**config.mk**
```make
export PLATFORM = sky130hd
export DESIGN_NAME = nca_dist_unit
export DESIGN_NICKNAME = d
export VERILOG_FILES = /design/src/design/nca_pkg.sv /design/src/design/nca_dist_unit.sv
export SDC_FILE = /design/constraint.sdc
export NUM_CORES = 1
export LEC_CHECK = 0
export BUFFER_PORTS_ARGS = -buffer_cell sky130_fd_sc_hd__buf_2
export CAP_MARGIN = 15
export CORE_UTILIZATION = 40
export DETAILED_ROUTE_END_ITERATION = 6
export HOLD_SLACK_MARGIN = 0.12
export SYNTH_ARGS = -nofsm -noshare
export SYNTH_HDL_FRONTEND = slang
export SYNTH_SLANG_ARGS = --single-unit
```
**constraint.sdc**
```tcl
create_clock -name aclk -period 17.45 [get_ports aclk]
set_input_delay 1.745 -clock aclk [delete_from_list [all_inputs] [get_ports aclk]]
set_output_delay 1.745 -clock aclk [all_outputs]
set_load 0.03 [all_outputs]
```
**src/design/nca_pkg.sv**
```systemverilog
`timescale 1ns / 1ps
// ----------------------------------------------------------------------------
// nca_pkg
// Shared constants, command codes and types of the nearest-center assignment.
// ----------------------------------------------------------------------------
package nca_pkg;

    localparam int DEF_MAX_CENTERS = 64;
    localparam int DEF_MAX_DIMS    = 16;
    localparam int DEF_COORD_BITS  = 16;

    localparam int CMD_BITS       = 2;
    localparam int CENTER_ID_BITS = 6;
    localparam int SLOT_BITS      = 6;
    localparam int SLOT_COUNT     = 64;
    localparam int DIM_ID_BITS    = 4;
    localparam int COORD_IN_BITS  = 16;
    localparam int PIDX_BITS      = 16;
    localparam int DIST_BITS      = 36;

    localparam int S_TDATA_BITS = 48;
    localparam int M_TDATA_BITS = 64;

    localparam int CFG_IDX_BITS  = 2;
    localparam int CFG_DATA_BITS = 7;
    localparam int CAND_CNT_BITS = 7;
    localparam int DIM_CNT_BITS  = 5;

    localparam logic [CFG_IDX_BITS-1:0] CFG_CAND_COUNT = 2'd0;
    localparam logic [CFG_IDX_BITS-1:0] CFG_DIM_COUNT  = 2'd1;

    localparam logic [DIST_BITS-1:0] DIST_MAX = '1;

    typedef enum logic [CMD_BITS-1:0] {
        CMD_CENTER = 2'd0,
        CMD_SLOT   = 2'd1,
        CMD_POINT  = 2'd2
    } cmd_t;

    typedef struct packed {
        logic rd_en;
        logic acc_clear;
    } dist_ctl_t;

    typedef struct packed {
        logic [DIST_BITS-1:0]      distance;
        logic [CENTER_ID_BITS-1:0] center;
        logic [PIDX_BITS-1:0]      point_index;
    } result_t;

endpackage

```
**src/design/nca_dist_unit.sv**
```systemverilog
`timescale 1ns / 1ps
// ----------------------------------------------------------------------------
// nca_dist_unit
// Shared subtract, square and saturating accumulate pipeline.
// ----------------------------------------------------------------------------
module nca_dist_unit #(
    parameter int COORD_BITS = nca_pkg::DEF_COORD_BITS,
    localparam int EffBits   = (COORD_BITS < 16) ? COORD_BITS : 16
) (
    input  logic                           aclk,
    input  logic                           aresetn,
    input  nca_pkg::dist_ctl_t             dist_ctl,
    input  logic signed [EffBits-1:0]      point_data,
    input  logic signed [EffBits-1:0]      center_data,
    output logic [nca_pkg::DIST_BITS-1:0]  acc,
    output logic                           busy
);

    localparam int MagBits  = EffBits + 1;
    localparam int ProdBits = 2 * MagBits;
    localparam int SumBits  = nca_pkg::DIST_BITS + 1;

    logic                          v1_reg, v2_reg, v3_reg;
    logic [MagBits-1:0]            mag_reg;
    logic [ProdBits-1:0]           prod_reg;
    logic [nca_pkg::DIST_BITS-1:0] acc_reg;

    logic signed [MagBits-1:0]     diff;
    logic [MagBits-1:0]            mag_next;
    logic [SumBits-1:0]            sum;
    logic [nca_pkg::DIST_BITS-1:0] acc_next;

    always_comb begin
        diff     = MagBits'(point_data) - MagBits'(center_data);
        mag_next = diff[MagBits-1] ? MagBits'(-diff) : MagBits'(diff);
        sum      = {1'b0, acc_reg} + SumBits'(prod_reg);
        acc_next = sum[nca_pkg::DIST_BITS] ? nca_pkg::DIST_MAX
                                           : sum[nca_pkg::DIST_BITS-1:0];
    end

    always_ff @(posedge aclk) begin
        if (!aresetn) begin
            v1_reg  <= 1'b0;
            v2_reg  <= 1'b0;
            v3_reg  <= 1'b0;
            acc_reg <= '0;
        end else begin
            v1_reg <= dist_ctl.rd_en;
            v2_reg <= v1_reg;
            v3_reg <= v2_reg;
            if (dist_ctl.acc_clear) begin
                acc_reg <= '0;
            end else if (v3_reg) begin
                acc_reg <= acc_next;
            end
        end
    end

    always_ff @(posedge aclk) begin
        if (v1_reg) begin
            mag_reg <= mag_next;
        end
        if (v2_reg) begin
            prod_reg <= mag_reg * mag_reg;
        end
    end

    assign acc  = acc_reg;
    // terms not yet in the product register
    assign busy = v1_reg | v2_reg;

endmodule

```
-- Word level (Yosys, flattened, before mapping)
Index checks and enable logic that the tools add are counted.
- logic and storage cells: 16
- flip-flop bits (word level): 90
- multipliers: 1
- reduce and logical (&&, ||, !) cells: 1
- bitwise logic cells: 2
- $add $sub $neg: 3
- multiplexer cells: 2
- operator list (operator ; count):
    $add 36x34->37 ; 1
    $mux 36 ; 1
    $mul 17x17->34 ; 1
    $neg 17->17 ; 1
    $sub 16x16->17 ; 1
    $mux 16 ; 1
    $reduce_or 2->1 ; 1
    $not 1->1 ; 1
    $or 1x1->1 ; 1

-- Longest topological paths before layout
Gate-level depths: netlist (run 1).
- word-level depth: 3
- gate-level depth with buffers: 23
- depth with buffers taken out: 23

-- Worst setup path after synthesis (run 1)
Ideal clock, no wire load.
- path type: reg2reg
- start point: register mag_reg[14]
- end point: register prod_reg[30] (data pin)
- required time: 17.188 ns
- slack: 11.409 ns
- period minus slack after synthesis: 6.041 ns
- arrival time: 5.779 ns
- stages on the path, launching flop included: 22
- cells stage by stage: edfxtp_1 > clkbuf_1 > clkbuf_1 > nand2_1 > fa_1 > fa_1 > inv_1 > fa_1 > fa_1 > fa_1 > inv_1 > fa_1 > inv_1 > ha_1 > and2_1 > a221oi_1 > o21bai_1 > a21oi_1 > o221ai_1 > a41oi_1 > a21oi_1 > xor2_1
- cells in the longest elaborated chain, start to end: 1
- ends and longest elaborated chain (item ; line ; source):
    from (decl) ; nca_dist_unit.sv:24 ; logic [MagBits-1:0] mag_reg;
    from (signal assigned) ; nca_dist_unit.sv:61 ; mag_reg <= mag_next;
    $mul 17x17->34 ; nca_dist_unit.sv:64 ; prod_reg <= mag_reg * mag_reg;
    to (signal assigned) ; nca_dist_unit.sv:64 ;
    to (decl) ; nca_dist_unit.sv:25 ; logic [ProdBits-1:0] prod_reg;
Every way passes these cells.
A chain may end at the register's enable or synchronous reset.

-- Worst setup path in the final report (run 1)
Same ends and word-level chain as after synthesis.

==> results by group, run 1 <==
Floorplanning
  • Die Height: 189 um
  • Area of the core: 0.0345 mm2
  • FP Rows: 68
  • Initial Util: 0.405
  • Die X: 189 um
  • Ports: 73
  • Die area: 0.0356 mm2

Hold path
  • Hold Path End: acc[24]
  • Hold path start: acc[24]
  • Worst hold path type: flop to flop
  • Hold path depth: 2

STA
  • FMAX: 152 MHz
  • Final hold vios: 0
  • Final Cycle Share: 0.377
  • Hold WS: 0.549 ns
  • Setup WS post-layout: 10.88 ns
  • Max_slew headroom: 0.238
  • Minimum clock period: 6.57 ns
  • Max Slew Vio Count: 0
  • Final setup violation count: 0
  • Sum Neg Setup Slack: 0 ns
  • Worst Clk Skew: 0.0127 ns
  • Slew @ Worst Pin: 1.14 ns
  • RSZ-0062 raised after global routing: false

Run status
  • Status: completed

Routing
  • DR WL/cell: 14.5 um
  • # DRC: 0
  • Routed Antenna Nets: 0
  • Detailed Route Iter0 Violations: 383
  • Vias: 10,200
  • Initial DRT Pass Iterations: 5
  • Post-DR vias/cell: 5.00
  • Routed wire length: 29,500 um

Placement
  • GPL Wtd Cong: 0.868
  • Setup slack at placement: 10.92 ns
  • DP HPWL: 24,400 um
  • Placed cell area: 0.0147 mm2
  • Port Buffers: 72

Yosys
  • Post-synth cell types: 72
  • EDFF count, synth: 50
  • Post-Syn Instances: 1,528
  • Sequential share of the synthesized area: 0.164
  • Mapped cell area: 0.0139 mm2
  • FFs w/ async S/R, synth: 0
  • Post-Synthesis Mean Instance Area: 9.12 um2
  • Top_reg_cell synth: edfxtp_1
  • Synth Register Bits: 89
  • Synth Warn #: 0
  • Syn nets: 1,917

GRT
  • Global route hottest layer: met2
  • Initial antenna violation count: 0
  • GRT Util Overall: 0.174
  • Number of global-route vias before repair: 10,300
  • Met3 Use GR: 0.0197
  • GRT overflow: 0
  • Pin count of the biggest net entering global routing: 39
  • GRT met1 Usage: 0.248
  • First-pass GRT wire length: 50,700 um
  • Grt met2 use: 0.283

Worst setup path
  • Worst Path Required: 17.55 ns
  • R2R depth: 19
  • Crit start category: flop
  • CP endpoint kind: flop
  • WP data arrival: 6.67 ns
  • Crit Path Category: flop to flop
  • Critical path fanouts, max: 17
  • Critical-path cell list: nand2_1, fa_1, fa_1, inv_1, fa_1, fa_1, fa_1, inv_1, fa_1, inv_1, ha_1, and2_1, a221oi_1, o21bai_1, a21oi_1, o221ai_1, a41oi_1, a21oi_1, xor2_1
  • Worst r2r dst: prod_reg[30]
  • R2r setup slk: 10.88 ns
  • Worst R2R Start: mag_reg[14]
  • Most used cell, CP: fa_1
  • Slowest-stage cell, CP: edfxtp_1
  • CP peak stage delay: 0.80 ns

Cells and area
  • Fill cell count: 3,379
  • Most common cell after layout, fill and taps aside: inv_1
  • Max reg flops: 36
  • Register area: 0.00228 mm2
  • Multi-input gate area: 0.0103 mm2
  • Proportion of layout cells with a drive suffix above 1: 0.0736
  • Most frequent cells in the layout: 318 x inv_1, 192 x fa_1, 161 x ha_1, 125 x nand2_1, 87 x a21oi_1
  • Layout area overhead: 7.69%
  • # diodes: 0
  • Nets@finish: 1,961
  • Post-Layout Inst Area: 0.0150 mm2

CTS
  • CTS max path bufs: 2
  • CTS tree: built
  • PostCTS Resize Cnt: 0
  • Worst skew pair latency: 0.36 ns
  • Reg clk slew, reported paths: 0.07 ns
  • Hold buffer count at CTS: 0
  • Clock sink count: 89
  • TritonCTS Buffers: 9
  • Post-CTS Setup Bufs: 0
  • H-tree depth: 3
  • Clock root buffer: clkbuf_16

Job
  • Max-cap violations: 0
## worst max-delay path, delay by kind of cell (launching register included)
| family | cells | cell delay, ns |
|---|---|---|
| fa+ha+maj | 7 | 3.39 |
| xor+xnor | 1 | 0.15 |
| buf+inv | 3 | 0.14 |
| simple gates | 2 | 0.38 |
| compound gates | 6 | 1.43 |
| flops | 1 | 0.80 |
## cell type report
cell class                 count  area share
multi-input combinational   1079       0.685
sequential                    89       0.152
inverter                     318      0.0795
tap                          455      0.0379
timing repair buffer          75      0.0255
clock buffer                  12      0.0164
clock inverter                 4     0.00333
## cells by family (layout without fill, tap and decap cells)
| logic type | count (synthesis) | count (layout) | share of synthesized area |
|---|---|---|---|
| xor+xnor | 93 | 93 | 0.0584 |
| buf+inv | 360 | 409 | 0.0985 |
| compound gates | 293 | 293 | 0.138 |
| mux | 3 | 3 | 0.00233 |
| simple gates | 337 | 337 | 0.119 |
| flops | 89 | 89 | 0.164 |
| fa+ha+maj | 353 | 353 | 0.420 |
## stage by stage
stage,instances,utilization
6_report,2032,0.436
5_1_grt,2032,0.436
4_1_cts,2032,0.436
3_5_place_dp,2016,0.427
3_3_place_gp,2016,0.427
2_1_floorplan,1528,-
## cell usage after synthesis, types with 4 or more instances
cell type,count,share of area
inv_1,318,0.086
o31ai_1,4,0.0022
o221a_2,6,0.0048
a211oi_1,7,0.0038
a21o_1,29,0.016
o221ai_1,4,0.0025
a21oi_1,87,0.031
xnor2_1,62,0.039
o21a_1,11,0.0059
o21ai_0,62,0.022
nor4_1,5,0.0022
and3_1,7,0.0031
ha_1,161,0.14
xor2_1,31,0.019
dfxtp_1,39,0.056
o211ai_1,9,0.0048
nand2b_1,14,0.0063
nand3_1,13,0.0047
nand4_1,10,0.0045
o21bai_1,15,0.0081
nor2_1,56,0.015
and2_1,58,0.026
fa_1,192,0.28
edfxtp_1,50,0.11
or2_2,5,0.0022
nor3_1,14,0.0050
clkbuf_1,35,0.0094
nor2b_1,12,0.0054
nand2_1,125,0.034
or4_1,4,0.0022
a31oi_1,13,0.0058
buf_2,4,0.0014
## how the worst max path moves through the flow
stage                            from            to  slack [ns]  depth (start not counted)
after detailed placement   mag_reg[4]  prod_reg[30]       10.92                         19
after floorplan           mag_reg[14]  prod_reg[30]       11.41                         21
after global placement     mag_reg[3]  prod_reg[33]       11.02                         20
final                     mag_reg[14]  prod_reg[30]       10.88                         19
after CTS                  mag_reg[4]  prod_reg[30]       10.91                         19
after global routing       mag_reg[4]  prod_reg[30]       10.47                         19
## metal layers
metal / vias to the layer above / wire [um] / share of wire
li1: 5081 / - / -
met1: 4870 / 14800 / 0.50
met2: 174 / 13500 / 0.46
met3: 26 / 947 / 0.032
met4: 0 / 349 / 0.012
met5: - / 0 / 0
Power of run 1 is not shown: default switching activity piles up to over one toggle a cycle in this logic, so the estimate is an artifact.
==> run 2, diff against run 1 <==
Clock period 17.45 ns to 5.9 ns, I/O delays scaled along.
==> run 2 against run 1 <==
Net effect:
- critical path depth up 2
- via count grew 2.9%
- worst hold slack got worse by 0.070 ns
- routed wire length grew 2.6%
- first-iteration DRC count fell by 13%
- utilization increased by 3.0 points
- critical path type unchanged
==> results by group, run 2 (synthesized netlist as in run 1, its figures left out) <==
Run status
  • Status: completed (unchanged)

CTS
  • Clock sink count: 89 (unchanged)
  • H-tree depth: 3 (unchanged)
  • TritonCTS Buffers: 9 (unchanged)
  • Worst skew pair latency: 0.36 ns (about the same)
  • Reg clk slew, reported paths: 0.07 ns (about the same)
  • Hold buffer count at CTS: 0 (unchanged)
  • CTS tree: built (unchanged)
  • CTS max path bufs: 2 (unchanged)
  • Clock root buffer: clkbuf_16 (unchanged)

GRT
  • GRT met1 Usage: 0.245 (was 0.248)
  • Grt met2 use: 0.289 (was 0.283)
  • First-pass GRT wire length: 51,300 um (was 50,700 um)
  • Initial antenna violation count: 0 (unchanged)
  • Number of global-route vias before repair: 10,600 (was 10,300)
  • GRT Util Overall: 0.176 (was 0.174)
  • Global route hottest layer: met2 (unchanged)
  • Met3 Use GR: 0.0253 (was 0.0197)
  • GRT overflow: 0 (unchanged)
  • Pin count of the biggest net entering global routing: 39 (unchanged)

Worst setup path
  • R2r setup slk: 0.05 ns (was 10.88 ns)
  • Worst R2R Start: mag_reg[7] (was mag_reg[14])
  • Crit start category: flop (unchanged)
  • Setup crit start: mag_reg[7] (was mag_reg[14])
  • WP data arrival: 5.96 ns (was 6.67 ns)
  • CP endpoint kind: flop (unchanged)
  • Worst Path Required: 6.01 ns (was 17.55 ns)
  • Critical path fanouts, max: 14 (was 17)
  • Most used cell, CP: fa_1 (unchanged)
  • R2R depth: 21 (was 19)
  • Crit Path Category: flop to flop (unchanged)
  • Critical-path cell list: buf_12, and2_1, inv_1, fa_1, fa_1, fa_1, fa_1, inv_1, fa_1, inv_1, fa_1, inv_1, ha_1, buf_4, a21o_1, a21oi_2, o21ai_2, a31oi_4, o211ai_1, a2111o_1, o211a_1 (was nand2_1, fa_1, fa_1, inv_1, fa_1, fa_1, fa_1, inv_1, fa_1, inv_1, ha_1, and2_1, a221oi_1, o21bai_1, a21oi_1, o221ai_1, a41oi_1, a21oi_1, xor2_1)
  • Slowest-stage cell, CP: fa_1 (was edfxtp_1)
  • CP peak stage delay: 0.57 ns (was 0.80 ns)

Cells and area
  • Nets@finish: 2,055 (was 1,961)
  • Final core occ: 0.466 (was 0.436)
  • Layout area overhead: 15.1% (was 7.69%)
  • Most common cell after layout, fill and taps aside: inv_1 (unchanged)
  • Proportion of layout cells with a drive suffix above 1: 0.156 (was 0.0736)
  • Most frequent cells in the layout: 314 x inv_1, 186 x fa_1, 152 x ha_1, 119 x nand2_1, 84 x buf_4 (was 318 x inv_1, 192 x fa_1, 161 x ha_1, 125 x nand2_1, 87 x a21oi_1)
  • # diodes: 0 (unchanged)
  • Max reg flops: 36 (unchanged)

STA
  • FMAX: 171 MHz (was 152 MHz)
  • Final setup violation count: 0 (unchanged)
  • Worst Clk Skew: 0.0124 ns (was 0.0127 ns)
  • Max_slew headroom: 0.376 (was 0.238)
  • Final Cycle Share: 0.991 (was 0.377)
  • Setup WS post-layout: 0.0511 ns (was 10.88 ns)
  • Minimum clock period: 5.85 ns (was 6.57 ns)
  • Final hold vios: 0 (unchanged)
  • RSZ-0062 raised after global routing: true (was false)
  • Slew @ Worst Pin: 0.934 ns (was 1.14 ns)
  • Max Slew Vio Count: 0 (unchanged)

Floorplanning
  • Initial Util: 0.405 (unchanged)
  • Ports: 73 (unchanged)
  • Die Height: 189 um (unchanged)
  • FP Rows: 68 (unchanged)
  • Area of the core: 0.0345 mm2 (unchanged)
  • Die X: 189 um (unchanged)
  • Die area: 0.0356 mm2 (unchanged)

Routing
  • Routed Antenna Nets: 0 (unchanged)
  • DR WL/cell: 14.3 um (was 14.5 um)
  • Routed wire length: 30,300 um (was 29,500 um)
  • Initial DRT Pass Iterations: 5 (unchanged)
  • Post-DR vias/cell: 4.91 (was 5.00)
  • Vias: 10,400 (was 10,200)
  • # DRC: 0 (unchanged)
  • Detailed Route Iter0 Violations: 333 (was 383)

Hold path
  • Worst hold path type: primary input to flop (was flop to flop)
  • Hold path depth: 2 (unchanged)
  • Hold path start: dist_ctl[1] (was acc[24])

Job
  • Max-cap violations: 0 (unchanged)

Placement
  • Port Buffers: 72 (unchanged)
  • GPL Wtd Cong: 0.864 (was 0.868)
  • DP HPWL: 25,400 um (was 24,400 um)
  • Setup slack at placement: -0.181 ns (was 10.92 ns)
==> run 2: changes by cell type in the layout (fill, tap and decap cells not counted), sizes merged <==
cell,before,now
inv,320,321
buf,75,169
clkinv,1,2
bufinv,1,2
clkbuf,12,9
==> run 2: what timing repair did <==
action                                  CTS  global route
setup buffers                             6            13
pin swaps                                 4            36
endpoints found under the setup margin   10            16
gates resized for setup                  14            53
==> run 2: final cells by class <==
cell class	count	area (um2)
clock inverters	7	91.3
fillers	3333	18400
inverters	318	1190
flip-flops and latches	89	2280
multi-input cells	1079	10500
repair buffers	169	1160
well taps	455	569
clock buffers	9	225
==> run 2: final timing paths <==
| path | to |
|---|---|
| worst min-delay path | v1_reg |
| worst min register to register | acc[7] |
| worst max register to register | prod_reg[33] |
| worst max-delay path | prod_reg[33] |
==> run 2: worst max-delay path: cells and delay by family, from the launching register on <==
kind                       cells  cell delay, ns
buffers and inverters          6            0.51
DFF                            1            0.39
and+or+nand+nor                1            0.16
AOI/OAI and AO/OA              7            1.28
adders and majority gates      7            3.24
==> run 2: metrics by stage <==
stage               std cells  hold slack, ns  area [um2]  TNS (ns)
floorplan                1528           0.543       13900         0
global placement         2090           0.532       15300    -0.205
detailed placement       2090           0.540       15300    -0.907
CTS                      2112           0.457       15700  -0.00275
global route             2126           0.484       16000    -0.606
finish                   2126           0.479       16000         0
==> run 2: layer usage <==
layer | up-vias | part of all wire
li1 | 5254 | -
met3 | 20 | 0.033
met1 | 4994 | 0.50
met2 | 180 | 0.46
met4 | 0 | 0.010
met5 | - | 0
Power of run 2 is left out for the same reason.
