## config.mk

```make
export PLATFORM = sky130hd
export DESIGN_NAME = nca_search_ctrl
export DESIGN_NICKNAME = d
export VERILOG_FILES = /design/src/design/nca_pkg.sv /design/src/design/nca_search_ctrl.sv
export SDC_FILE = /design/constraint.sdc
export NUM_CORES = 1
export LEC_CHECK = 0
export BUFFER_PORTS_ARGS = -buffer_cell sky130_fd_sc_hd__buf_2
export CAP_MARGIN = 20
export CORE_MARGIN = 10
export CORE_UTILIZATION = 46
export DETAILED_ROUTE_END_ITERATION = 7
export PLACE_DENSITY_LB_ADDON = 0.2
export SLEW_MARGIN = 20
export SYNTH_ARGS = -nofsm -noshare
export SYNTH_HDL_FRONTEND = slang
export SYNTH_SLANG_ARGS = --single-unit
```

## constraint.sdc

```tcl
create_clock -name aclk -period 4.4 [get_ports aclk]
set_clock_uncertainty 0.1 [all_clocks]
set_input_delay 0.44 -clock aclk [delete_from_list [all_inputs] [get_ports aclk]]
set_output_delay 0.44 -clock aclk [all_outputs]
set_load 0.01 [all_outputs]
```

## src/design/nca_pkg.sv

```systemverilog
`timescale 1ns / 1ps
// ----------------------------------------------------------------------------
// nca_pkg
// Shared constants, command codes and types of the nearest-center assignment.
// ----------------------------------------------------------------------------
package nca_pkg;

    localparam int DEF_MAX_CENTERS = 64;
    localparam int DEF_MAX_DIMS    = 16;
    localparam int DEF_COORD_BITS  = 16;

    localparam int CMD_BITS       = 2;
    localparam int CENTER_ID_BITS = 6;
    localparam int SLOT_BITS      = 6;
    localparam int SLOT_COUNT     = 64;
    localparam int DIM_ID_BITS    = 4;
    localparam int COORD_IN_BITS  = 16;
    localparam int PIDX_BITS      = 16;
    localparam int DIST_BITS      = 36;

    localparam int S_TDATA_BITS = 48;
    localparam int M_TDATA_BITS = 64;

    localparam int CFG_IDX_BITS  = 2;
    localparam int CFG_DATA_BITS = 7;
    localparam int CAND_CNT_BITS = 7;
    localparam int DIM_CNT_BITS  = 5;

    localparam logic [CFG_IDX_BITS-1:0] CFG_CAND_COUNT = 2'd0;
    localparam logic [CFG_IDX_BITS-1:0] CFG_DIM_COUNT  = 2'd1;

    localparam logic [DIST_BITS-1:0] DIST_MAX = '1;

    typedef enum logic [CMD_BITS-1:0] {
        CMD_CENTER = 2'd0,
        CMD_SLOT   = 2'd1,
        CMD_POINT  = 2'd2
    } cmd_t;

    typedef struct packed {
        logic rd_en;
        logic acc_clear;
    } dist_ctl_t;

    typedef struct packed {
        logic [DIST_BITS-1:0]      distance;
        logic [CENTER_ID_BITS-1:0] center;
        logic [PIDX_BITS-1:0]      point_index;
    } result_t;

endpackage

```

## src/design/nca_search_ctrl.sv

```systemverilog
`timescale 1ns / 1ps
// ----------------------------------------------------------------------------
// nca_search_ctrl
// Sequencer over candidate slots and coordinates; keeps the running minimum.
// ----------------------------------------------------------------------------
module nca_search_ctrl #(
    parameter int MAX_DIMS  = nca_pkg::DEF_MAX_DIMS,
    localparam int DimBits  = (MAX_DIMS > 1) ? $clog2(MAX_DIMS) : 1
) (
    input  logic                                aclk,
    input  logic                                aresetn,
    input  logic                                start,
    input  logic [nca_pkg::PIDX_BITS-1:0]       start_pidx,
    input  logic [nca_pkg::SLOT_BITS-1:0]       slot_last,
    input  logic [DimBits-1:0]                  dims_last,
    input  logic [nca_pkg::CENTER_ID_BITS-1:0]  cand_data,
    input  logic [nca_pkg::DIST_BITS-1:0]       acc,
    input  logic                                busy,
    input  logic                                res_ready,
    output logic                                idle,
    output logic                                cand_rd_en,
    output logic [nca_pkg::SLOT_BITS-1:0]       cand_rd_slot,
    output nca_pkg::dist_ctl_t                  dist_ctl,
    output logic [DimBits-1:0]                  rd_dim,
    output logic                                res_valid,
    output nca_pkg::result_t                    result
);

    typedef enum logic [2:0] {
        ST_IDLE,
        ST_CAND,
        ST_DIMS,
        ST_DRAIN,
        ST_CMP,
        ST_OUT
    } state_t;

    state_t                             state_reg, state_next;
    logic [nca_pkg::SLOT_BITS-1:0]      slot_reg, slot_next;
    logic [DimBits-1:0]                 dim_reg, dim_next;
    logic [nca_pkg::DIST_BITS-1:0]      best_reg, best_next;
    logic [nca_pkg::CENTER_ID_BITS-1:0] center_reg, center_next;
    logic [nca_pkg::PIDX_BITS-1:0]      pidx_reg, pidx_next;

    always_comb begin
        state_next  = state_reg;
        slot_next   = slot_reg;
        dim_next    = dim_reg;
        best_next   = best_reg;
        center_next = center_reg;
        pidx_next   = pidx_reg;
        case (state_reg)
            ST_IDLE: begin
                if (start) begin
                    pidx_next  = start_pidx;
                    slot_next  = '0;
                    state_next = ST_CAND;
                end
            end
            ST_CAND: begin
                dim_next   = '0;
                state_next = ST_DIMS;
            end
            ST_DIMS: begin
                if (dim_reg == dims_last) begin
                    state_next = ST_DRAIN;
                end else begin
                    dim_next = dim_reg + 1'b1;
                end
            end
            ST_DRAIN: begin
                if (!busy) begin
                    state_next = ST_CMP;
                end
            end
            ST_CMP: begin
                // strict compare: earlier slot keeps a tie
                if ((slot_reg == '0) || (acc < best_reg)) begin
                    best_next   = acc;
                    center_next = cand_data;
                end
                if (slot_reg == slot_last) begin
                    state_next = ST_OUT;
                end else begin
                    slot_next  = slot_reg + 1'b1;
                    state_next = ST_CAND;
                end
            end
            ST_OUT: begin
                if (res_ready) begin
                    state_next = ST_IDLE;
                end
            end
            default: begin
                state_next = ST_IDLE;
            end
        endcase
    end

    always_ff @(posedge aclk) begin
        if (!aresetn) begin
            state_reg <= ST_IDLE;
        end else begin
            state_reg <= state_next;
        end
        slot_reg   <= slot_next;
        dim_reg    <= dim_next;
        best_reg   <= best_next;
        center_reg <= center_next;
        pidx_reg   <= pidx_next;
    end

    assign idle               = (state_reg == ST_IDLE);
    assign cand_rd_en         = (state_reg == ST_CAND);
    assign cand_rd_slot       = slot_reg;
    assign dist_ctl.acc_clear = (state_reg == ST_CAND);
    assign dist_ctl.rd_en     = (state_reg == ST_DIMS);
    assign rd_dim             = dim_reg;
    assign res_valid          = (state_reg == ST_OUT);
    assign result.point_index = pidx_reg;
    assign result.center      = center_reg;
    assign result.distance    = best_reg;

endmodule
```

-- After elaboration in Yosys (flattened, before gate mapping)
Index checks and enable logic that the tools add are counted.
W data, S select, Z words.
- bits of input ports: 73
- register bits after elaboration: 71
- word-level logic and storage cells: 43
- output and inout bits: 73
- order comparisons: 1
- eq/ne operators: 13
- reductions and logical operators: 10
- add/sub/neg operators: 2
- multiplexer cells: 11
- operators by type and width (kind ; number):
    $lt A36 B36 Y1 ; 1
    $pmux W3 S6 ; 1
    $mux W3 ; 5
    $mux W6 ; 2
    $pmux W6 S2 ; 1
    $ne A2 B2 Y1 const B ; 5
    $pmux W4 S2 ; 1
    $add A6 B1 Y6 const B ; 1
    $eq A3 B2 Y1 const B ; 2
    $eq A3 B3 Y1 const B ; 2
    $eq A6 B6 Y1 ; 1
    $logic_not A6 Y1 ; 1
    $reduce_and A2 Y1 ; 3
    $add A4 B1 Y4 const B ; 1
    $eq A4 B4 Y1 ; 1
    $mux W4 ; 1
    $reduce_and A4 Y1 ; 1
    $reduce_bool A2 Y1 ; 2
    $eq A3 B1 Y1 const B ; 1
    $logic_not A3 Y1 ; 1
    $reduce_and A3 Y1 ; 1
    $ne A2 B1 Y1 const B ; 1
    $logic_or A1 B1 Y1 ; 1

-- Depth between registers and ports, before layout
Gate-level depths: netlist (run 1).
- depth in word-level cells: 3
- mapped depth: 8
- mapped depth without buffers: 8

-- Worst setup path before layout (run 1)
No wires, ideal clock.
- kind: input to register
- start: input port acc[18] in the netlist's numbering
- end: register best_reg[0] in the netlist's numbering, enable pin
- required time: 3897 ps
- library setup time: 403 ps
- stages: 7
- arrival: 2470 ps
- path slack: 1428 ps
- buffers on the path: 0
- cells stage by stage: ha_1 a21oi_1 nand2_1 a221oi_1 o211ai_1 a21oi_1 a31o_1
- longest elaborated chain between the ends: 3
- ends and longest elaborated chain (element ; line ; source):
    from (decl) ; nca_search_ctrl.sv:17 ; input logic [nca_pkg::DIST_BITS-1:0] acc,
    $lt A36 B36 Y1 ; nca_search_ctrl.sv:78 ; if ((slot_reg == '0) || (acc < best_reg)) begin
    $logic_or A1 B1 Y1 ; nca_search_ctrl.sv:78 ;
    $reduce_and A2 Y1 (no line) ; n/a ;
    to (signal assigned) ; nca_search_ctrl.sv:108 ; best_reg <= best_next;
    to (decl) ; nca_search_ctrl.sv:41 ; logic [nca_pkg::DIST_BITS-1:0] best_reg, best_next;
No other way between the ends.
A chain may end at the register's enable or synchronous reset.

-- Worst setup path in the final report (run 1)
- start: register state_reg[2]
- end: register best_reg[2] in the netlist's numbering, enable pin
- longest elaborated chain between the ends: 2
- ends and longest elaborated chain (element ; line ; source):
    from (decl) ; nca_search_ctrl.sv:38 ; state_t state_reg, state_next;
    from (signal assigned) ; nca_search_ctrl.sv:104 ; state_reg <= state_next;
    $eq A3 B3 Y1 ; nca_search_ctrl.sv:52 ; case (state_reg)
    $reduce_and A2 Y1 (no line) ; n/a ;
No other way between the ends.

==> results of run 1 <==
[worst register-to-register path, cell delays in order (launching register included)]
cell and delay, ns:
dfxtp_1 0.47, nor3b_2 0.37, o211ai_1 0.14, a221oi_1 0.26
o211ai_1 0.13, a21oi_1 0.15, a31o_2 0.45, buf_4 0.41
[layout make-up]
class	count	area share, %
Clock buffer	9	2.75
Clock inverter	7	1.59
Inverter	39	3.25
Multi-Input combinational cell	155	26.6
Sequential cell	71	46.7
Tap cell	99	2.75
Timing Repair Buffer	146	16.3
[worst min-delay path by stage]
| stage | startpoint | end | slack [ns] | depth (start not counted) |
|---|---|---|---|---|
| final | start_pidx[2] | pidx_reg[2] | 0.16 | 1 |
| after global routing | start_pidx[0] | pidx_reg[0] | 0.14 | 1 |
| after CTS | start_pidx[15] | pidx_reg[15] | 0.15 | 1 |
| after detailed placement | state_reg[0] | state_reg[0] | 0.50 | 2 |
| after global placement | state_reg[0] | state_reg[0] | 0.50 | 2 |
| after floorplan | state_reg[0] | state_reg[0] | 0.43 | 2 |
[routing by layer]
metal  up-vias  part of all wire [%]  track usage, %  wire length (um)
met2        88                    47            23.0              3890
li1       1269                     -               -                 -
met3        10                   8.0            5.09               658
met4         0                   1.7            6.38               136
met5         -                     0               0                 0
met1      1154                    43            16.3              3520
[logic make-up after synthesis]
| kind of cell | after synthesis |
|---|---|
| xor+xnor | 16 |
| flops | 71 |
| simple gates | 61 |
| compound gates | 40 |
| buf+inv | 41 |
| fa+ha+maj | 38 |
[cell usage in the layout, fill, tap and decap left out, types with 2 or more instances in the layout]
master,instances
nor2b_1,2
inv_1,39
nor2_1,13
nand3_1,5
a221oi_1,2
nand2_1,17
and2_1,4
edfxtp_1,68
o2bb2ai_1,2
xnor2_1,7
clkinvlp_4,2
o21ai_0,7
nand4_1,4
buf_2,145
nand2b_1,3
clkbuf_8,9
a21o_1,2
nor4_2,2
dfxtp_1,3
xor2_1,9
a21oi_1,18
o211ai_1,2
nor3_1,3
ha_1,38
[Yosys cell counts (all sizes together)]
cell and n:
a21boi 2, nand2 17, and3 1, nor3 3, a21oi 18, buf 2
o2bb2ai 2, xor2 9, dfxtp 3, a31o 1, nand3 5, nor4 3
a211o 1, nor2b 2, nand4 5, inv 39, and4 1, or2b 1
ha 38, a211oi 1, a221oi 2, nor3b 2, edfxtp 68, and3b 1
xnor2 7, o211ai 2, a21o 2, and2 4, o41ai 1, o21bai 1
nand2b 3, o21ai 7, nor2 13
[per-stage QoR]
step / power [mW] / setup WS [ns] / hold slack (ns) / util (%)
final: 1.85 / 1.59 / 0.162 / 61.7
after global routing: 1.96 / 1.29 / 0.142 / 61.7
after CTS: 1.87 / 1.51 / 0.147 / 61.7
after detailed placement: 1.36 / 1.35 / 0.501 / 59.0
after global placement: 1.35 / 1.42 / 0.501 / 59.0
after floorplan: 1.18 / 1.43 / 0.432 / -
[where the power goes]
part           internal, mW  switching (mW)
clock                 0.261           0.255
combinational         0.175           0.229
sequential            0.851          0.0766
total                  1.29           0.560
==> results.toml, run 1 <==
[clock_network]
h-tree-depth = 3
cts_tree = "done"
cts_made_buffers = 9
cts_setup_buffers = 0
cts-resized-gates = 0
cts_hold_buf = 0
clk_latency_ns = 0.35
clock_path_buffers = 2
root_buffer = "clkbuf_8"
cts.sinks = 71
path_clk_slew_ns = 0.08

[global_routing]
antenna_found_initial = 0
grt_pass1_wl_um = 12800
grt_pass1_vias = 2587
grt_max_degree = 25
grt_use_total_pct = 14.1
grt_overflow = 0

[route]
wirelength_um = 8200
drc_errors = 0
firstDrtPassIters = 4
wl_per_cell_um = 15.6
viasPerCell = 4.79
drtIter0Drc = 75
antenna_left = 0
num_vias = 2521

[sta]
maxSlewHeadroom_pct = 52.2
finalMaxSlewViolations = 0
fin_crit_sh_pct = 63.9
worst_pin_slew_ns = 0.717
rsz0062_at_grt = "no"
period_minus_slack_ns = 2.81
setup-tns-final_ns = 0
setup_viol = 0
fmax_ghz = 0.356
final-hold-violation-count = 0

[hold_path]
hold_class = "in2reg"

[critical_path]
r2r_start = "state_reg[2]"
path_cells = "nor3b_2, o211ai_1, a221oi_1, o211ai_1, a21oi_1, a31o_2, buf_4"
reg2reg_to = "best_reg[2]"
critical_path.top_delay_family = "compound AO/OA/AOI/OAI gates"
setup.worst_path.end = "best_reg[2]"
required_ns = 4.32
critPathKind = "reg2reg"
critical-path-max-stage-delay_ns = 0.47
cp-start-kind = "register"
reg2reg_slack_ns = 1.59
startpoint = "state_reg[2]"
arrival_ns = 2.73
cp_num_buf_inv = 1
slowest_stage = "dfxtp_1"
path_depth = 7
worstPathMaxFanout = 24
crit_top_cell = "o211ai_1"
critPathCaptureType = "register"
rr_worst_depth = 7

[run_status]
outcome = "finished, final reports clean"

[final_layout]
layout-drive-gt1-share_pct = 39.1
layout.nets = 533
final_cell_area_um2 = 4500
syn2layout_area_growth_pct = 30.1
seq_area_um2 = 2100
largest_register_ffs = 36
multi_input_area_um2 = 1200
final_cells = 526
fillers = 636
n_antenna_cell = 0

[logic_synthesis]
synthAdderAreaFrac_pct = 13.7
ys_ff_latch = 71
synthSimpleGateAreaFrac_pct = 9.51
synthMuxAreaShare_pct = 0
syn_area_per_cell_um2 = 13.0
synth.top_cell.area_share_pct = 59.0
ys_top_cells_by_area = "edfxtp_1, ha_1, inv_1"
synthCells = 267
synth-compound-area-share_pct = 7.34
yosysUniqueCellTypes = 38
yosysWarnings = 0
synth_area_um2 = 3460
yosysTopAreaCell = "edfxtp_1"
synth_fp_nets = 378
yosysSeqAreaShare_pct = 60.8
synth_xor_area_share_pct = 4.05
synth_top_family_by_area = "adder cells"

[floorplan]
dieArea_um2 = 11400
die_height_um = 107
core_area_um2 = 7290
initial_core_util_pct = 47.4
die_w_um = 107
num_io_pins = 146
rows = 31

[placement]
place_inst = 510
dpl.hpwl_um = 6710
gp_congestion = 0.755
placed_area_um2 = 4300
port_buffers = 145

[pwr]
irDropWorstVdd_v = 0.000240
pwr_density_cell_nw_per_um2 = 411
leakagePower_nw = 2.09

[job]
maxCapViolCount = 0
No activity file was read; power rests on OpenSTA's default activity.
==> inputs of run 2 (changes only) <==
Settings changed: CORE_UTILIZATION 46 to 43.
Clock period 4.4 ns to 2.3 ns, I/O delays scaled along.
==> results.toml, run 2 (synthesis gave the netlist of run 1 again) <==
[run_status]
outcome = "complete, but fails checks"
failed_checks = "negative setup slack"

[route]
viasPerCell = 4.85
wl_per_cell_um = 17.1
antenna_left = 0
wirelength_um = 10800
drtIter0Drc = 126
firstDrtPassIters = 4
num_vias = 3060
drc_errors = 0

[clock_network]
cts_made_buffers = 9
root_buffer = "clkbuf_8"
path_clk_slew_ns = 0.08
clk_latency_ns = 0.34
clock_path_buffers = 2
cts.sinks = 71
h-tree-depth = 3
cts_tree = "done"

[final_layout]
layout.nets = 635
syn2layout_area_growth_pct = 63.9
layout-drive-gt1-share_pct = 43.7
n_antenna_cell = 0
final_cell_area_um2 = 5670
final_cell_mix = "buf_2, edfxtp_1, dlygate4sd3_1, buf_4, inv_1"
fin_util_pct = 73.0
largest_register_ffs = 36
final_common_cell = "buf_2"

[floorplan]
rows = 32
core_area_um2 = 7770
initial_core_util_pct = 44.5
die_w_um = 110
dieArea_um2 = 12000
num_io_pins = 146
die_height_um = 110

[critical_path]
critPathCaptureType = "register"
reg2reg_to = "best_reg[19]"
reg2reg_slack_ns = -0.14
setup.worst_path.end = "best_reg[19]"
rr_worst_depth = 9
slowest_stage = "edfxtp_1"
path_depth = 9
startpoint = "best_reg[33]"
cp_num_buf_inv = 2
critical-path-max-stage-delay_ns = 0.36
r2r_start = "best_reg[33]"
arrival_ns = 2.44
required_ns = 2.30
path_cells = "inv_1, ha_4, nand4_4, nor4_4, nand2_1, nor4_2, a21oi_2, buf_4, a31o_4"
cp-start-kind = "register"
worstPathMaxFanout = 6
critical_path.top_delay_family = "simple AND/OR/NAND/NOR gates"
critPathKind = "reg2reg"

[sta]
maxSlewHeadroom_pct = 42.6
rsz0062_at_grt = "yes"
fmax_ghz = 0.409
setup_viol = 42
finalMaxSlewViolations = 0
period_minus_slack_ns = 2.44
final-hold-violation-count = 0
worst_pin_slew_ns = 0.855
finalWorstSetupSlack_ns = -0.143
fin_crit_sh_pct = 106

[hold_path]
hold_class = "in2reg"

[placement]
dpl.hpwl_um = 7130
port_buffers = 145
placed_area_um2 = 4530
dp_slack_ns = -0.316
gp_congestion = 0.794

[global_routing]
antenna_found_initial = 0
grt_overflow = 0
grt_max_degree = 17
grt_pass1_vias = 3314
grt_pass1_wl_um = 16300
grt_use_total_pct = 17.2

[pwr]
irDropWorstVdd_v = 0.000551
report.power.total_mw = 3.96
pwr_density_cell_nw_per_um2 = 698
leakagePower_nw = 2.59

[job]
maxCapViolCount = 0
## run 2: cell count changes in the layout (fill, tap and decap cells not counted), sizes merged
cell         delta
a31o            +7
buf            +40
bufinv          +1
clkinv          -2
dlygate4sd3    +55
inv             +1
## run 2: report_power, final
group / internal (mW) / switching, mW / leakage (nW)
registers: 1.63 / 0.112 / 0.652
clock network: 0.624 / 0.524 / 0.108
logic: 0.490 / 0.584 / 1.82
## run 2: area by class of cell
class                      instances  area [um^2]
sequential                        71         2100
fill                             552         2100
timing repair buffer             241         1590
multi-input combinational        162         1480
inverter                          39          146
tap                              102          128
clock buffer                       9          124
clock inverter                     7          104
## run 2: worst min-delay path by stage
| stage | from | to | slack, ns | cells after the start |
|---|---|---|---|---|
| final | acc[30] | best_reg[30] | 0.01 | 1 |
| after global routing | acc[30] | best_reg[30] | -0.003 | 1 |
| after CTS | acc[32] | best_reg[32] | 0.003 | 1 |
| after detailed placement | start_pidx[11] | pidx_reg[11] | 0.31 | 1 |
| after global placement | start_pidx[0] | pidx_reg[0] | 0.31 | 1 |
| after floorplan | acc[0] | best_reg[0] | 0.23 | 0 |
## run 2: what timing repair did
action / 4_1_cts / 5_1_grt
buffers inserted: 5 / 8
endpoints found under the setup margin: 42 / 42
pin swaps: 5 / 8
hold buffers: 55 / 0
resized for setup: 17 / 10
hold endpoints to repair: 55 / 0
cloned: 7 / 0
## run 2: through the flow
| step | cells | setup TNS, ns | hold slack (ns) |
|---|---|---|---|
| finish | 631 | -4.94 | 0.0114 |
| global route | 631 | -11.66 | -0.00323 |
| CTS | 623 | -5.64 | 0.00313 |
| detailed placement | 540 | -13.19 | 0.309 |
| global placement | 540 | -9.86 | 0.306 |
| floorplan | 267 | 0 | 0.229 |
## run 2: layer usage
metal | up-vias | track usage [%] | share of wire (%)
li1 | 1493 | - | -
met5 | - | 0 | 0
met2 | 104 | 29.9 | 51
met4 | 0 | 5.20 | 1.5
met3 | 14 | 4.56 | 6.9
met1 | 1449 | 20.4 | 40
==> inputs of run 3 (changes only) <==
Settings changed: CELL_PAD_IN_SITES_DETAIL_PLACEMENT set to 2, CELL_PAD_IN_SITES_GLOBAL_PLACEMENT set to 2, CORE_UTILIZATION 43 to 27.
==> results.toml, run 3 (synthesis gave the netlist of run 1 again) <==
[final_layout]
syn2layout_area_growth_pct = 56.9
final_cell_mix = "buf_2, edfxtp_1, dlygate4sd3_1, inv_1, ha_1"
final_common_cell = "buf_2"
final_cells = 671
largest_register_ffs = 36
layout-drive-gt1-share_pct = 38.6
layout.nets = 604

[run_status]
outcome = "complete, but fails checks"
failed_checks = "negative setup slack"

[floorplan]
dieArea_um2 = 17700
core_area_um2 = 12600
die_w_um = 133
initial_core_util_pct = 27.5
die_height_um = 133
num_io_pins = 146
rows = 41

[global_routing]
grt_use_total_pct = 13.5
grt_overflow = 0
grt_pass1_vias = 3399
grt_max_degree = 26
grt_pass1_wl_um = 19100
antenna_found_initial = 1

[critical_path]
worstPathMaxFanout = 25
crit_top_cell = "nor4_2"
required_ns = 2.28
arrival_ns = 2.48
critPathKind = "reg2reg"
critical-path-max-stage-delay_ns = 0.35
slowest_stage = "nor4_2"
path_cells = "inv_1, ha_1, nand4_1, nor4_2, nand2_1, nor4_2, a21oi_1, a31o_4, buf_12"
cp-start-kind = "register"
critPathCaptureType = "register"

[clock_network]
cts_tree = "done"
cts_made_buffers = 9
clk_latency_ns = 0.33
path_clk_slew_ns = 0.06
root_buffer = "clkbuf_16"
h-tree-depth = 3
cts.sinks = 71
clock_path_buffers = 2

[sta]
maxSlewHeadroom_pct = 71.0
hold_slack_ns = 0.0155
worst_pin_slew_ns = 0.431
period_minus_slack_ns = 2.50
rsz0062_at_grt = "yes"
fmax_ghz = 0.401
fin_crit_sh_pct = 108
setup_viol = 42
final-hold-violation-count = 0
finalWorstSetupSlack_ns = -0.195
finalMaxSlewViolations = 0

[pwr]
leakagePower_nw = 2.46
pwr_density_cell_nw_per_um2 = 773
report.power.total_mw = 4.19
irDropWorstVdd_v = 0.000385

[route]
drc_errors = 0
viasPerCell = 4.39
antenna_left = 0
wirelength_um = 11700
wl_per_cell_um = 17.5
num_vias = 2947
firstDrtPassIters = 4
drtIter0Drc = 70

[placement]
port_buffers = 145
place_inst = 601
gp_congestion = 0.729
dpl.hpwl_um = 8880

[job]
maxCapViolCount = 0

[hold_path]
hold_class = "in2reg"
[run 3: cell types whose count changed in the layout (fill, tap and decap cells not counted), moves of 6 or more]
cell / change
ha_1: +6
a31o_4: -7
clkbuf_8: -7
buf_4: -22
ha_4: -6
clkbuf_16: +9
[run 3: layout make-up]
class | instances | area (um^2)
Inverter | 39 | 146
Clock inverter | 5 | 56.3
Clock buffer | 11 | 253
Fill cell | 1336 | 7140
Sequential cell | 71 | 2100
Antenna cell | 1 | 2.50
Tap cell | 172 | 215
Multi-Input combinational cell | 155 | 1240
Timing Repair Buffer | 217 | 1410
[run 3: through the flow]
| stage | cell area, um^2 | setup WS [ns] | util (%) | setup TNS [ns] |
|---|---|---|---|---|
| after CTS | 5420 | -0.186 | 43.2 | -7.12 |
| final | 5430 | -0.195 | 43.2 | -7.46 |
| after detailed placement | 4560 | -0.200 | 36.3 | -8.04 |
| after global placement | 4560 | -0.0569 | 36.3 | -2.05 |
| after global routing | 5420 | -0.343 | 43.2 | -13.62 |
| after floorplan | 3470 | 0.00133 | - | 0 |
[run 3: critical path: cells and delay by family, from the launching register on]
kind | cells | cell delay, ns
buffers and inverters | 2 | 0.22
adders and majority gates | 1 | 0.29
and+or+nand+nor | 4 | 0.91
AOI/OAI and AO/OA | 2 | 0.37
DFF | 1 | 0.34
[run 3: repair_timing]
action | 4_1_cts | 5_1_grt
setup endpoints to repair | 42 | 42
hold buffers | 52 | 0
endpoints found under the hold margin | 52 | 0
setup buffers | 1 | 0
resized for setup | 5 | 0
[run 3: power breakdown]
group          switching, mW  internal [mW]  leakage (nW)
clock network          0.550          0.897         0.152
logic                  0.543          0.451          1.66
registers              0.123           1.63         0.652
[run 3: path summary, 6_finish.rpt]
check	startpoint	endpoint	slack [ns]	cells past startpoint
min reg2reg	rd_dim[0]	rd_dim[0]	0.57	1
max	best_reg[29]	best_reg[4]	-0.20	9
min	acc[25]	best_reg[25]	0.02	1
max reg2reg	best_reg[29]	best_reg[4]	-0.20	9
[run 3: metal layers]
metal / up-vias / GRT usage [%] / wire, um / part of all wire, %
met1: 1442 / 15.3 / 4930 / 42
met3: 11 / 4.06 / 606 / 5.2
met4: 0 / 4.35 / 141 / 1.2
li1: 1417 / - / - / -
met5: - / 0 / 0 / 0
met2: 77 / 23.6 / 6070 / 52
